File: src/hw/rtl/rf_dimmer_pulse_frame_decoder_assert.svh
// Assertion macros for the dimmer frame decoder.
`ifndef RF_DIMMER_PULSE_FRAME_DECODER_ASSERT_SVH
`define RF_DIMMER_PULSE_FRAME_DECODER_ASSERT_SVH

// Property checked on every clock edge outside reset.
`define RFDPF_ASSERT(label, prop, msg) \
    label: assert property (@(posedge aclk) disable iff (!aresetn) (prop)) else $error(msg);

// Consequent must hold in the cycle after the antecedent.
`define RFDPF_ASSERT_NEXT(label, ante, cons, msg) \
    label: assert property (@(posedge aclk) disable iff (!aresetn) (ante) |=> (cons)) \
        else $error(msg);

`endif

File: src/hw/rtl/rfdpf_pkg.sv
// Package: constants and types of the dimmer frame decoder.
`timescale 1ns / 1ps

package rfdpf_pkg;

    localparam int PULSE_W = 16;
    localparam int CFG_W   = 16;
    localparam int CNT_W   = 8;
    localparam int SHIFT_W = 37;
    localparam int ID_W    = 26;
    localparam int NIB_W   = 4;
    localparam int STAT_W  = 2;
    localparam int IDX_W   = 2;

    localparam logic [CNT_W-1:0] LEN_LONG  = CNT_W'(148);
    localparam logic [CNT_W-1:0] LEN_SHORT = CNT_W'(132);
    localparam logic [CNT_W-1:0] COUNT_SAT = CNT_W'(149);

    // status codes
    localparam logic [STAT_W-1:0] STATUS_OK         = 2'd0;
    localparam logic [STAT_W-1:0] STATUS_BAD_LENGTH = 2'd1;
    localparam logic [STAT_W-1:0] STATUS_BAD_START  = 2'd2;
    localparam logic [STAT_W-1:0] STATUS_BAD_FOOTER = 2'd3;

    // register indexes
    localparam logic [IDX_W-1:0] REG_BIT_THRESHOLD = 2'd0;
    localparam logic [IDX_W-1:0] REG_START_MIN     = 2'd1;
    localparam logic [IDX_W-1:0] REG_FOOTER_MIN    = 2'd2;
    localparam logic [IDX_W-1:0] REG_FOOTER_MAX    = 2'd3;

    // register reset values
    localparam logic [CFG_W-1:0] BIT_THRESHOLD_RST = CFG_W'(600);
    localparam logic [CFG_W-1:0] START_MIN_RST     = CFG_W'(2400);
    localparam logic [CFG_W-1:0] FOOTER_MIN_RST    = CFG_W'(8500);
    localparam logic [CFG_W-1:0] FOOTER_MAX_RST    = CFG_W'(10880);

    typedef struct packed {
        logic [STAT_W-1:0] status;
        logic [ID_W-1:0]   device_id;
        logic              all_units;
        logic              switch_on;
        logic [NIB_W-1:0]  unit_code;
        logic              has_dimlevel;
        logic [NIB_W-1:0]  dim_level;
    } result_t;

endpackage

File: src/hw/rtl/rf_dimmer_pulse_frame_decoder.sv
// Top level: pulse-by-pulse decoder of self-learning 433 MHz dimmer frames.
`timescale 1ns / 1ps

// Takes one measured pulse duration per request and returns one decoded
// result per frame, on the request marked end_of_frame. Pulses are counted
// from 0; bit k of the frame is pulse 4k+3 compared against the bit
// threshold. A frame is good when it is 132 or 148 pulses long, pulse 1 is
// at least start_min_us and the final gap lies within the footer bounds;
// otherwise the status names the first failing check and all other fields
// are zero. Each request updates the frame registers directly, and on the
// final pulse the result is decoded in the same cycle into the output
// register, so one request per cycle is sustained as long as results are
// taken (s_ready drops only while a result waits and m_ready is low).
// m_valid rises in the cycle after the final pulse is accepted.
// Configuration writes through cfg_we/cfg_index/cfg_wdata take effect at
// the next edge and are meant to happen only while the block is idle.
module rf_dimmer_pulse_frame_decoder (
    input  logic                          aclk,
    input  logic                          aresetn,
    // configuration
    input  logic                          cfg_we,
    input  logic [rfdpf_pkg::IDX_W-1:0]   cfg_index,
    input  logic [rfdpf_pkg::CFG_W-1:0]   cfg_wdata,
    // pulse requests
    input  logic                          s_valid,
    output logic                          s_ready,
    input  logic [rfdpf_pkg::PULSE_W-1:0] s_pulse_us,
    input  logic                          s_end_of_frame,
    // decoded frames
    output logic                          m_valid,
    input  logic                          m_ready,
    output logic [rfdpf_pkg::STAT_W-1:0]  m_status,
    output logic [rfdpf_pkg::ID_W-1:0]    m_device_id,
    output logic                          m_all_units,
    output logic                          m_switch_on,
    output logic [rfdpf_pkg::NIB_W-1:0]   m_unit_code,
    output logic                          m_has_dimlevel,
    output logic [rfdpf_pkg::NIB_W-1:0]   m_dim_level
);

    import rfdpf_pkg::*;

    `include "rf_dimmer_pulse_frame_decoder_assert.svh"

    // configuration registers
    logic [CFG_W-1:0] bit_threshold_reg;
    logic [CFG_W-1:0] start_min_reg;
    logic [CFG_W-1:0] footer_min_reg;
    logic [CFG_W-1:0] footer_max_reg;

    // frame state
    logic [CNT_W-1:0]   pulse_count_reg, pulse_count_next;
    logic [SHIFT_W-1:0] bit_shift_reg, bit_shift_next;
    logic               start_ok_reg, start_ok_next;

    // output stage
    logic    m_valid_reg, m_valid_next;
    result_t result_reg, result_next;

    logic               accept;
    logic               take_bit;
    logic [CNT_W-1:0]   count_upd;
    logic [SHIFT_W-1:0] shift_upd;
    logic               start_upd;
    logic [STAT_W-1:0]  status;
    result_t            decoded;
    logic               result_blank;
    logic               frame_cleared;

    assign s_ready = !m_valid_reg || m_ready;
    assign accept  = s_valid && s_ready;

    // ---------------- configuration ----------------
    always_ff @(posedge aclk) begin
        if (!aresetn) begin
            bit_threshold_reg <= BIT_THRESHOLD_RST;
            start_min_reg     <= START_MIN_RST;
            footer_min_reg    <= FOOTER_MIN_RST;
            footer_max_reg    <= FOOTER_MAX_RST;
        end else if (cfg_we) begin
            case (cfg_index)
                REG_BIT_THRESHOLD: bit_threshold_reg <= cfg_wdata;
                REG_START_MIN:     start_min_reg     <= cfg_wdata;
                REG_FOOTER_MIN:    footer_min_reg    <= cfg_wdata;
                REG_FOOTER_MAX:    footer_max_reg    <= cfg_wdata;
                default: ;
            endcase
        end
    end

    // ---------------- per-pulse update ----------------
    // Data pulses are 3, 7, 11, ...; none taken past pulse 147.
    assign take_bit  = (pulse_count_reg < LEN_LONG) && (pulse_count_reg[1:0] == 2'b11);
    assign count_upd = (pulse_count_reg < COUNT_SAT) ? pulse_count_reg + CNT_W'(1)
                                                     : pulse_count_reg;
    assign shift_upd = take_bit ? {bit_shift_reg[SHIFT_W-2:0], (s_pulse_us > bit_threshold_reg)}
                                : bit_shift_reg;
    assign start_upd = (pulse_count_reg == CNT_W'(1)) ? (s_pulse_us >= start_min_reg)
                                                      : start_ok_reg;

    // ---------------- end-of-frame checks ----------------
    always_comb begin
        if (count_upd != LEN_LONG && count_upd != LEN_SHORT) begin
            status = STATUS_BAD_LENGTH;
        end else if (!start_upd) begin
            status = STATUS_BAD_START;
        end else if (s_pulse_us < footer_min_reg || s_pulse_us > footer_max_reg) begin
            status = STATUS_BAD_FOOTER;
        end else begin
            status = STATUS_OK;
        end
    end

    // Field extraction: first received bit is the MSB of the taken bits.
    // Long frame holds 37 bits, short frame 33; the footer bit is bit 0.
    always_comb begin
        decoded        = '0;
        decoded.status = status;
        if (status == STATUS_OK) begin
            if (count_upd == LEN_LONG) begin
                decoded.device_id    = shift_upd[36:11];
                decoded.all_units    = shift_upd[10];
                decoded.switch_on    = 1'b1;
                decoded.unit_code    = shift_upd[8:5];
                decoded.has_dimlevel = 1'b1;
                decoded.dim_level    = shift_upd[4:1];
            end else begin
                decoded.device_id = shift_upd[32:7];
                decoded.all_units = shift_upd[6];
                decoded.switch_on = shift_upd[5];
                decoded.unit_code = shift_upd[4:1];
            end
        end
    end

    // ---------------- next state ----------------
    always_comb begin
        pulse_count_next = pulse_count_reg;
        bit_shift_next   = bit_shift_reg;
        start_ok_next    = start_ok_reg;
        m_valid_next     = m_valid_reg && !m_ready;
        result_next      = result_reg;
        if (accept) begin
            if (s_end_of_frame) begin
                // frame done: clear for the next one
                pulse_count_next = '0;
                bit_shift_next   = '0;
                start_ok_next    = 1'b0;
                m_valid_next     = 1'b1;
                result_next      = decoded;
            end else begin
                pulse_count_next = count_upd;
                bit_shift_next   = shift_upd;
                start_ok_next    = start_upd;
            end
        end
    end

    always_ff @(posedge aclk) begin
        if (!aresetn) begin
            pulse_count_reg <= '0;
            bit_shift_reg   <= '0;
            start_ok_reg    <= 1'b0;
            m_valid_reg     <= 1'b0;
        end else begin
            pulse_count_reg <= pulse_count_next;
            bit_shift_reg   <= bit_shift_next;
            start_ok_reg    <= start_ok_next;
            m_valid_reg     <= m_valid_next;
        end
    end

    // payload register, no reset
    always_ff @(posedge aclk) begin
        result_reg <= result_next;
    end

    assign m_valid        = m_valid_reg;
    assign m_status       = result_reg.status;
    assign m_device_id    = result_reg.device_id;
    assign m_all_units    = result_reg.all_units;
    assign m_switch_on    = result_reg.switch_on;
    assign m_unit_code    = result_reg.unit_code;
    assign m_has_dimlevel = result_reg.has_dimlevel;
    assign m_dim_level    = result_reg.dim_level;

    // ---------------- assertions ----------------
    assign result_blank  = (result_reg.device_id == '0) && (result_reg.unit_code == '0)
                           && !result_reg.has_dimlevel && (result_reg.dim_level == '0);
    assign frame_cleared = (pulse_count_reg == '0) && !start_ok_reg;

    `RFDPF_ASSERT(a_count_sat, pulse_count_reg <= COUNT_SAT, "pulse count above saturation")
    `RFDPF_ASSERT(a_fail_zero, !m_valid_reg || result_reg.status == STATUS_OK || result_blank, "failed frame carries data")
    `RFDPF_ASSERT(a_dim_on, !m_valid_reg || !result_reg.has_dimlevel || result_reg.switch_on, "dim level without switch on")
    `RFDPF_ASSERT_NEXT(a_eof_clear, accept && s_end_of_frame, m_valid_reg && frame_cleared, "frame end not cleared")

endmodule

File: config.mk
export PLATFORM = sky130hd
export DESIGN_NAME = rf_dimmer_pulse_frame_decoder
export DESIGN_NICKNAME = d
export VERILOG_FILES = /design/src/hw/rtl/rfdpf_pkg.sv /design/src/hw/rtl/rf_dimmer_pulse_frame_decoder.sv
export VERILOG_INCLUDE_DIRS = /design/src /design/src/hw/rtl
export SDC_FILE = /design/constraint.sdc
export NUM_CORES = 1
export LEC_CHECK = 0
export ABC_AREA = 1
export BUFFER_PORTS_ARGS = -buffer_cell sky130_fd_sc_hd__buf_2
export CAP_MARGIN = 20
export CORE_MARGIN = 8
export CORE_UTILIZATION = 46
export CTS_BUF_LIST = sky130_fd_sc_hd__clkbuf_4 sky130_fd_sc_hd__clkbuf_8 sky130_fd_sc_hd__clkbuf_16
export DETAILED_ROUTE_END_ITERATION = 6
export PLACE_DENSITY_LB_ADDON = 0.15
export SYNTH_ARGS = -nofsm -noshare
export SYNTH_HDL_FRONTEND = slang
export SYNTH_SLANG_ARGS = --single-unit
File: constraint.sdc
create_clock -name aclk -period 5.6 [get_ports aclk]
set_input_delay 1.12 -clock aclk [delete_from_list [all_inputs] [get_ports aclk]]
set_output_delay 1.12 -clock aclk [all_outputs]
set_load 0.03 [all_outputs]
* Word level (Yosys, flattened, before mapping)
Index checks and enable logic that the tools add are counted.
Storage, ports and cells: bits of input ports 40, output and inout bits 41, flip-flop bits (word level) 150, logic and storage cells 62
Cells by class: reduce and logical (&&, ||, !) cells 18, equality and inequality tests 8, multiplexer cells 13, magnitude comparators 6, $add $sub $neg 1
Operator list (number):
- 2-to-1 mux 37 bit | 2
- greater-than comparator 16 bit | 2
- 2-to-1 mux 32 bit | 1
- greater-or-equal comparator 16 bit | 1
- < comparator 16 bit | 1
- < comparator 8 bit, second input constant | 2
- 2-to-1 mux 8 bit | 2
- inequality test 8 bit, second input constant | 2
- AND reduction 2 bit | 7
- adder 8 x 1 -> 8 bit, second input constant | 1
- equality test 8 x 1 -> 1 bit, second input constant | 1
- equality test 8 bit, second input constant | 1
- equality test 2 bit, second input constant | 3
- 2-to-1 mux 2 bit | 3
- 2-to-1 mux 5 bit | 1
- logical AND 1 bit | 4
- zero test 2 bit | 2
- 2-to-1 mux 1 bit | 4
- equality test 2 x 1 -> 1 bit, second input constant | 1
- zero test 1 bit | 2
- logical OR 1 bit | 2
- nonzero test 2 bit | 1

* Logic depth before layout (Yosys ltp)
depth in word-level cells 7, gate-level depth with buffers 17, mapped depth without buffers 16

* Least setup slack after synthesis
No wires, ideal clock.
path kind input to register, start point in m_ready, end point reg result_reg (netlist bit m_all_units) (enable), data arrival time 3435 ps, path slack 1730 ps, library setup time 435 ps, stages on the path 5, buffers on the path 1, required time 5165 ps, cells stage by stage inv_1 > nand2_1 > nand2_1 > clkbuf_1 > nor2_1
On the way: cells in the longest elaborated chain, start to end 3
Ends and longest elaborated chain:
- start: declaration | line rf_dimmer_pulse_frame_decoder.sv:31 | input logic m_ready,
- logical OR 1 bit | line rf_dimmer_pulse_frame_decoder.sv:70 | assign s_ready = !m_valid_reg || m_ready;
- via s_ready | line rf_dimmer_pulse_frame_decoder.sv:26 | output logic s_ready,
- logical AND 1 bit | line rf_dimmer_pulse_frame_decoder.sv:71 | assign accept = s_valid && s_ready;
- AND reduction 2 bit (no source line)
- end signal: assignment | line rf_dimmer_pulse_frame_decoder.sv:175 | result_reg <= result_next;
- end: declaration | line rf_dimmer_pulse_frame_decoder.sv:58 | result_t result_reg, result_next;
The timed path passes the listed nets, and every way through them passes these cells. A chain may end at the register's enable or synchronous reset.

* Worst setup path after layout
start point in s_pulse_us[15] (netlist name), end point reg result_reg (netlist bit m_device_id[8]), data pin
On the way: cells in the longest elaborated chain, start to end 6, elaborated cells on any way between the ends 9, classes of those cells order compare: 3; mux: 4; reduce/logical: 2
Ends and longest elaborated chain:
- start: declaration | line rf_dimmer_pulse_frame_decoder.sv:27 | input logic [rfdpf_pkg::PULSE_W-1:0] s_pulse_us,
- < comparator 16 bit / greater-than comparator 16 bit (equally long branches) | line rf_dimmer_pulse_frame_decoder.sv:107 | end else if (s_pulse_us < footer_min_reg || s_pulse_us > footer_max_reg) begin
- logical OR 1 bit | line rf_dimmer_pulse_frame_decoder.sv:107
- 2-to-1 mux 2 bit | line rf_dimmer_pulse_frame_decoder.sv:107
- 2-to-1 mux 2 bit (*) | line rf_dimmer_pulse_frame_decoder.sv:105 | end else if (!start_upd) begin
- 2-to-1 mux 2 bit (*) | line rf_dimmer_pulse_frame_decoder.sv:103 | if (count_upd != LEN_LONG && count_upd != LEN_SHORT) begin
- zero test 2 bit (*) | line rf_dimmer_pulse_frame_decoder.sv:119 | if (status == STATUS_OK) begin
Mark *: on every way between the ends. The rest lies on a longest branch, timed or not.

==> out/results.txt <==
first-pass iteration count of the detailed router: 4
Worst setup EP type: flip-flop
Total Negative Setup Slacks: 0 ns
Hold Fails Final Rpt: 0
post-CTS setup buffers: 0
post-synth cell types: 35
VDD IR-drop max: 0.218 mV
grt met2 use: 29.7%
global routing usage summed across all routing layers: 17.6%
Psw: 648 µW
library cell occupying the most area in the post-synthesis netlist: sky130_fd_sc_hd__dfxtp_1
# diodes: 0
CP startpoint: s_pulse_us[15]
startpoint of the worst hold path: start_min_reg[1]
full die area: 0.0221 mm²
number of antenna violations at the first check in global routing: 0
Core Box Area: 0.0172 mm²
critical path, cell by cell: buf_2 -> ha_1 -> nand2_1 -> nor3_1 -> nand3_1 -> nand2_1 -> nand2_1 -> nor2_2 -> buf_8 -> buf_4 -> o211ai_1 -> nor2_1
count of flip-flops with a built-in enable after synthesis: 39
met3 GRT Util: 3.86%
most used routing layer: met2
post-synth top area share: 27.5%
slew at the pin closest to its max-slew limit: 0.995 ns
total power draw: 2590 µW
GR Layer Usage met1: 21.8%
net count reported at finish: 1,176
clock power share: 44.8%
Max Slew Vio Count: 0
Remaining DRCs: 0
Area contributors post-synth: sky130_fd_sc_hd__dfxtp_1 (27%), sky130_fd_sc_hd__edfxtp_1 (14%), sky130_fd_sc_hd__ha_1 (10%), sky130_fd_sc_hd__nand2_1 (9.8%), sky130_fd_sc_hd__a21oi_1 (7.5%)
maximum clock insertion buffer count: 2
setup repair after global routing missed its margin: false
maximum net fanout on the critical path: 16
fraction of registers with async set/reset: 0%
critical path startpoint category: primary input
Core Rows: 48
mean instance size in the synthesized netlist: 8.03 µm²
port buffer count: 80
initial cell density of the core: 46.9%
Max Clock Skew: 0.00903 ns
post-synthesis cell count: 1,007
vias in the first global route: 6,409
ratio of cells with drive above 1 in the final layout: 18.7%
Synthesis Warnings: 0
class of the tightest hold or removal check: flip-flop to flip-flop
setup violators final: 0
switching share of total power: 25.0%
cell at the root of the clock tree: sky130_fd_sc_hd__clkbuf_16
starting DRC count in detailed routing: 298
clk_lat worst skew: 0.43 ns
count of fill cells added during filler insertion: 1,657
total of cells resized after clock tree synthesis: 0
leakage power total: 0.00403 µW
placed wire-length estimate after detailed placement: 13,300 µm
Maximum Capacitance Violations: 0
CP Data Required Time: 5.88 ns
number of nets with antenna violations after detailed routing: 0
total of flip-flops plus latches after synthesis: 150
Data arrival, critical path: 3.47 ns
post-synthesis net count: 1,113
routability congestion estimate: 0.868
RR Startpoint: pulse_count_reg[0]
ratio of routed vias to standard cells: 5.03
Top FF cell, synth: sky130_fd_sc_hd__dfxtp_1
total congestion overflow after global routing: 0
critical path's most frequent cell: sky130_fd_sc_hd__nand2_1
area added between synthesis and finish: 14.3%
final cycle utilization of the critical path: 57.0%
highest achievable clock rate: 0.313 GHz
number of vias after detailed routing: 6,577
Routed WL: 18,700 µm
pin count of the biggest net entering global routing: 64
cell area after synthesis: 0.00808 mm²
hold buffer count at CTS: 0
outcome: finished clean
number of flip-flops under the largest register name: 37
power density cells: 280 mW/mm²
worst slew margin relative to its limit: 33.3%
width of the chip: 149 µm
total CTS buffers: 17
Clk pin slew, worst setup/hold paths: 0.06 ns
first-pass GRT wire length: 31,700 µm
die extent in y: 149 µm
Routed WL per cell: 14.3 µm
CP max stage delay: 0.57 ns
Sinks on Clock Net: 150
H-tree depth: 4
sequential share of the synthesized area: 42.0%
io pins: 81
internal power of the cells: 1940 µW
clock tree from TritonCTS: built
master of the slowest instance on the critical path: sky130_fd_sc_hd__nor2_2
Register-to-Register Setup Slack: 2.43 ns
fraction of power consumed by combinational cells: 10.5%
Crit Path Class: primary input to flip-flop
sequential power share: 44.7%
shortest clock period the worst path allows after layout: 3.19 ns
==> worst max-delay path: cells and delay by family <==
kind	cells	cell delay, ns
AOI/OAI and AO/OA	1	0.08
buffers and inverters	3	0.50
and+or+nand+nor	7	1.47
adders and majority gates	1	0.30
==> layout make-up <==
type | count | area [µm²] | area share (%)
inverter | 121 | 454 | 4.91
multi-input combinational | 690 | 4020 | 43.4
timing repair buffer | 90 | 495 | 5.36
tap | 225 | 282 | 3.05
clock buffer | 21 | 479 | 5.18
sequential | 150 | 3390 | 36.7
clock inverter | 11 | 124 | 1.34
==> stage by stage <==
stage                     setup slack, ns  instance area (µm²)  hold slack [ns]  util (%)  cells
final                                2.41                 9240            0.458      53.6   1308
after global routing                 2.15                 9240            0.482      53.6   1308
after CTS                            2.38                 9220            0.462      53.5   1307
after detailed placement             1.95                 8620            0.453      50.0   1275
after global placement               1.67                 8600            0.452      49.9   1274
after floorplan                      1.73                 8080            0.433         -   1007
==> path summary, 6_finish.rpt <==
path | end | cells past startpoint
setup / recovery | m_device_id[8] | 12
hold / removal | start_min_reg[1] | 2
setup reg to reg | m_all_units | 11
hold reg to reg | start_min_reg[1] | 2
==> placed cells by master, fill, tap and decap left out, types with 2 or more instances in the layout <==
cell type / synthesis / routed
sky130_fd_sc_hd__ha_1: 66 / 66
sky130_fd_sc_hd__mux2_2: 29 / 29
sky130_fd_sc_hd__a21o_1: 2 / 2
sky130_fd_sc_hd__nand3_1: 17 / 17
sky130_fd_sc_hd__nand2_1: 212 / 212
sky130_fd_sc_hd__nand2_4: 2 / 2
sky130_fd_sc_hd__a21oi_1: 121 / 121
sky130_fd_sc_hd__bufinv_16: 0 / 2
sky130_fd_sc_hd__nand2_2: 5 / 5
sky130_fd_sc_hd__clkbuf_16: 0 / 18
sky130_fd_sc_hd__buf_4: 2 / 8
sky130_fd_sc_hd__edfxtp_1: 39 / 39
sky130_fd_sc_hd__nand3_2: 2 / 2
sky130_fd_sc_hd__buf_2: 7 / 80
sky130_fd_sc_hd__nand4_1: 3 / 3
sky130_fd_sc_hd__clkinv_1: 1 / 2
sky130_fd_sc_hd__o211ai_1: 43 / 43
sky130_fd_sc_hd__xor2_1: 2 / 2
sky130_fd_sc_hd__o21ai_0: 65 / 65
sky130_fd_sc_hd__inv_1: 114 / 114
sky130_fd_sc_hd__clkinv_4: 0 / 3
sky130_fd_sc_hd__inv_2: 6 / 6
sky130_fd_sc_hd__nor2_1: 71 / 68
sky130_fd_sc_hd__dfxtp_1: 111 / 111
sky130_fd_sc_hd__nor3_1: 9 / 9
sky130_fd_sc_hd__clkinvlp_4: 0 / 2
sky130_fd_sc_hd__nor2_2: 32 / 34
sky130_fd_sc_hd__clkinv_2: 0 / 2
sky130_fd_sc_hd__clkbuf_4: 0 / 2
==> synth_stat cells (3+ instances only) <==
cell type / number
sky130_fd_sc_hd__a21oi_1: 121
sky130_fd_sc_hd__buf_2: 7
sky130_fd_sc_hd__buf_6: 6
sky130_fd_sc_hd__clkbuf_1: 30
sky130_fd_sc_hd__dfxtp_1: 111
sky130_fd_sc_hd__edfxtp_1: 39
sky130_fd_sc_hd__ha_1: 66
sky130_fd_sc_hd__inv_1: 114
sky130_fd_sc_hd__inv_2: 6
sky130_fd_sc_hd__mux2_2: 29
sky130_fd_sc_hd__nand2_1: 212
sky130_fd_sc_hd__nand2_2: 5
sky130_fd_sc_hd__nand3_1: 17
sky130_fd_sc_hd__nand4_1: 3
sky130_fd_sc_hd__nor2_1: 71
sky130_fd_sc_hd__nor2_2: 32
sky130_fd_sc_hd__nor3_1: 9
sky130_fd_sc_hd__o211ai_1: 43
sky130_fd_sc_hd__o21ai_0: 65
==> per-layer routing <==
layer  routed length (µm)  part of all wire, %
met1                 8500                   45
met2                 9040                   48
met3                  956                  5.1
met4                  244                  1.3
met5                    0                    0
==> kinds of logic after synthesis <==
| logic type | count (synthesis) | synth area share (%) |
|---|---|---|
| flops | 150 | 42.0 |
| fa+ha+maj | 66 | 10.2 |
| mux | 29 | 4.04 |
| simple gates | 357 | 18.9 |
| buf+inv | 167 | 8.51 |
| xor+xnor | 2 | 0.217 |
| compound gates | 236 | 16.1 |
==> power groups by stage <==
stage	combinational [µW]	sequential, µW	clock, µW
finish	271	1160	1160
global route	312	1160	1230
CTS	275	1160	1180
detailed placement	272	1180	0
global placement	270	1180	0
floorplan	154	1210	0
(Power assumes the default switching activity.)
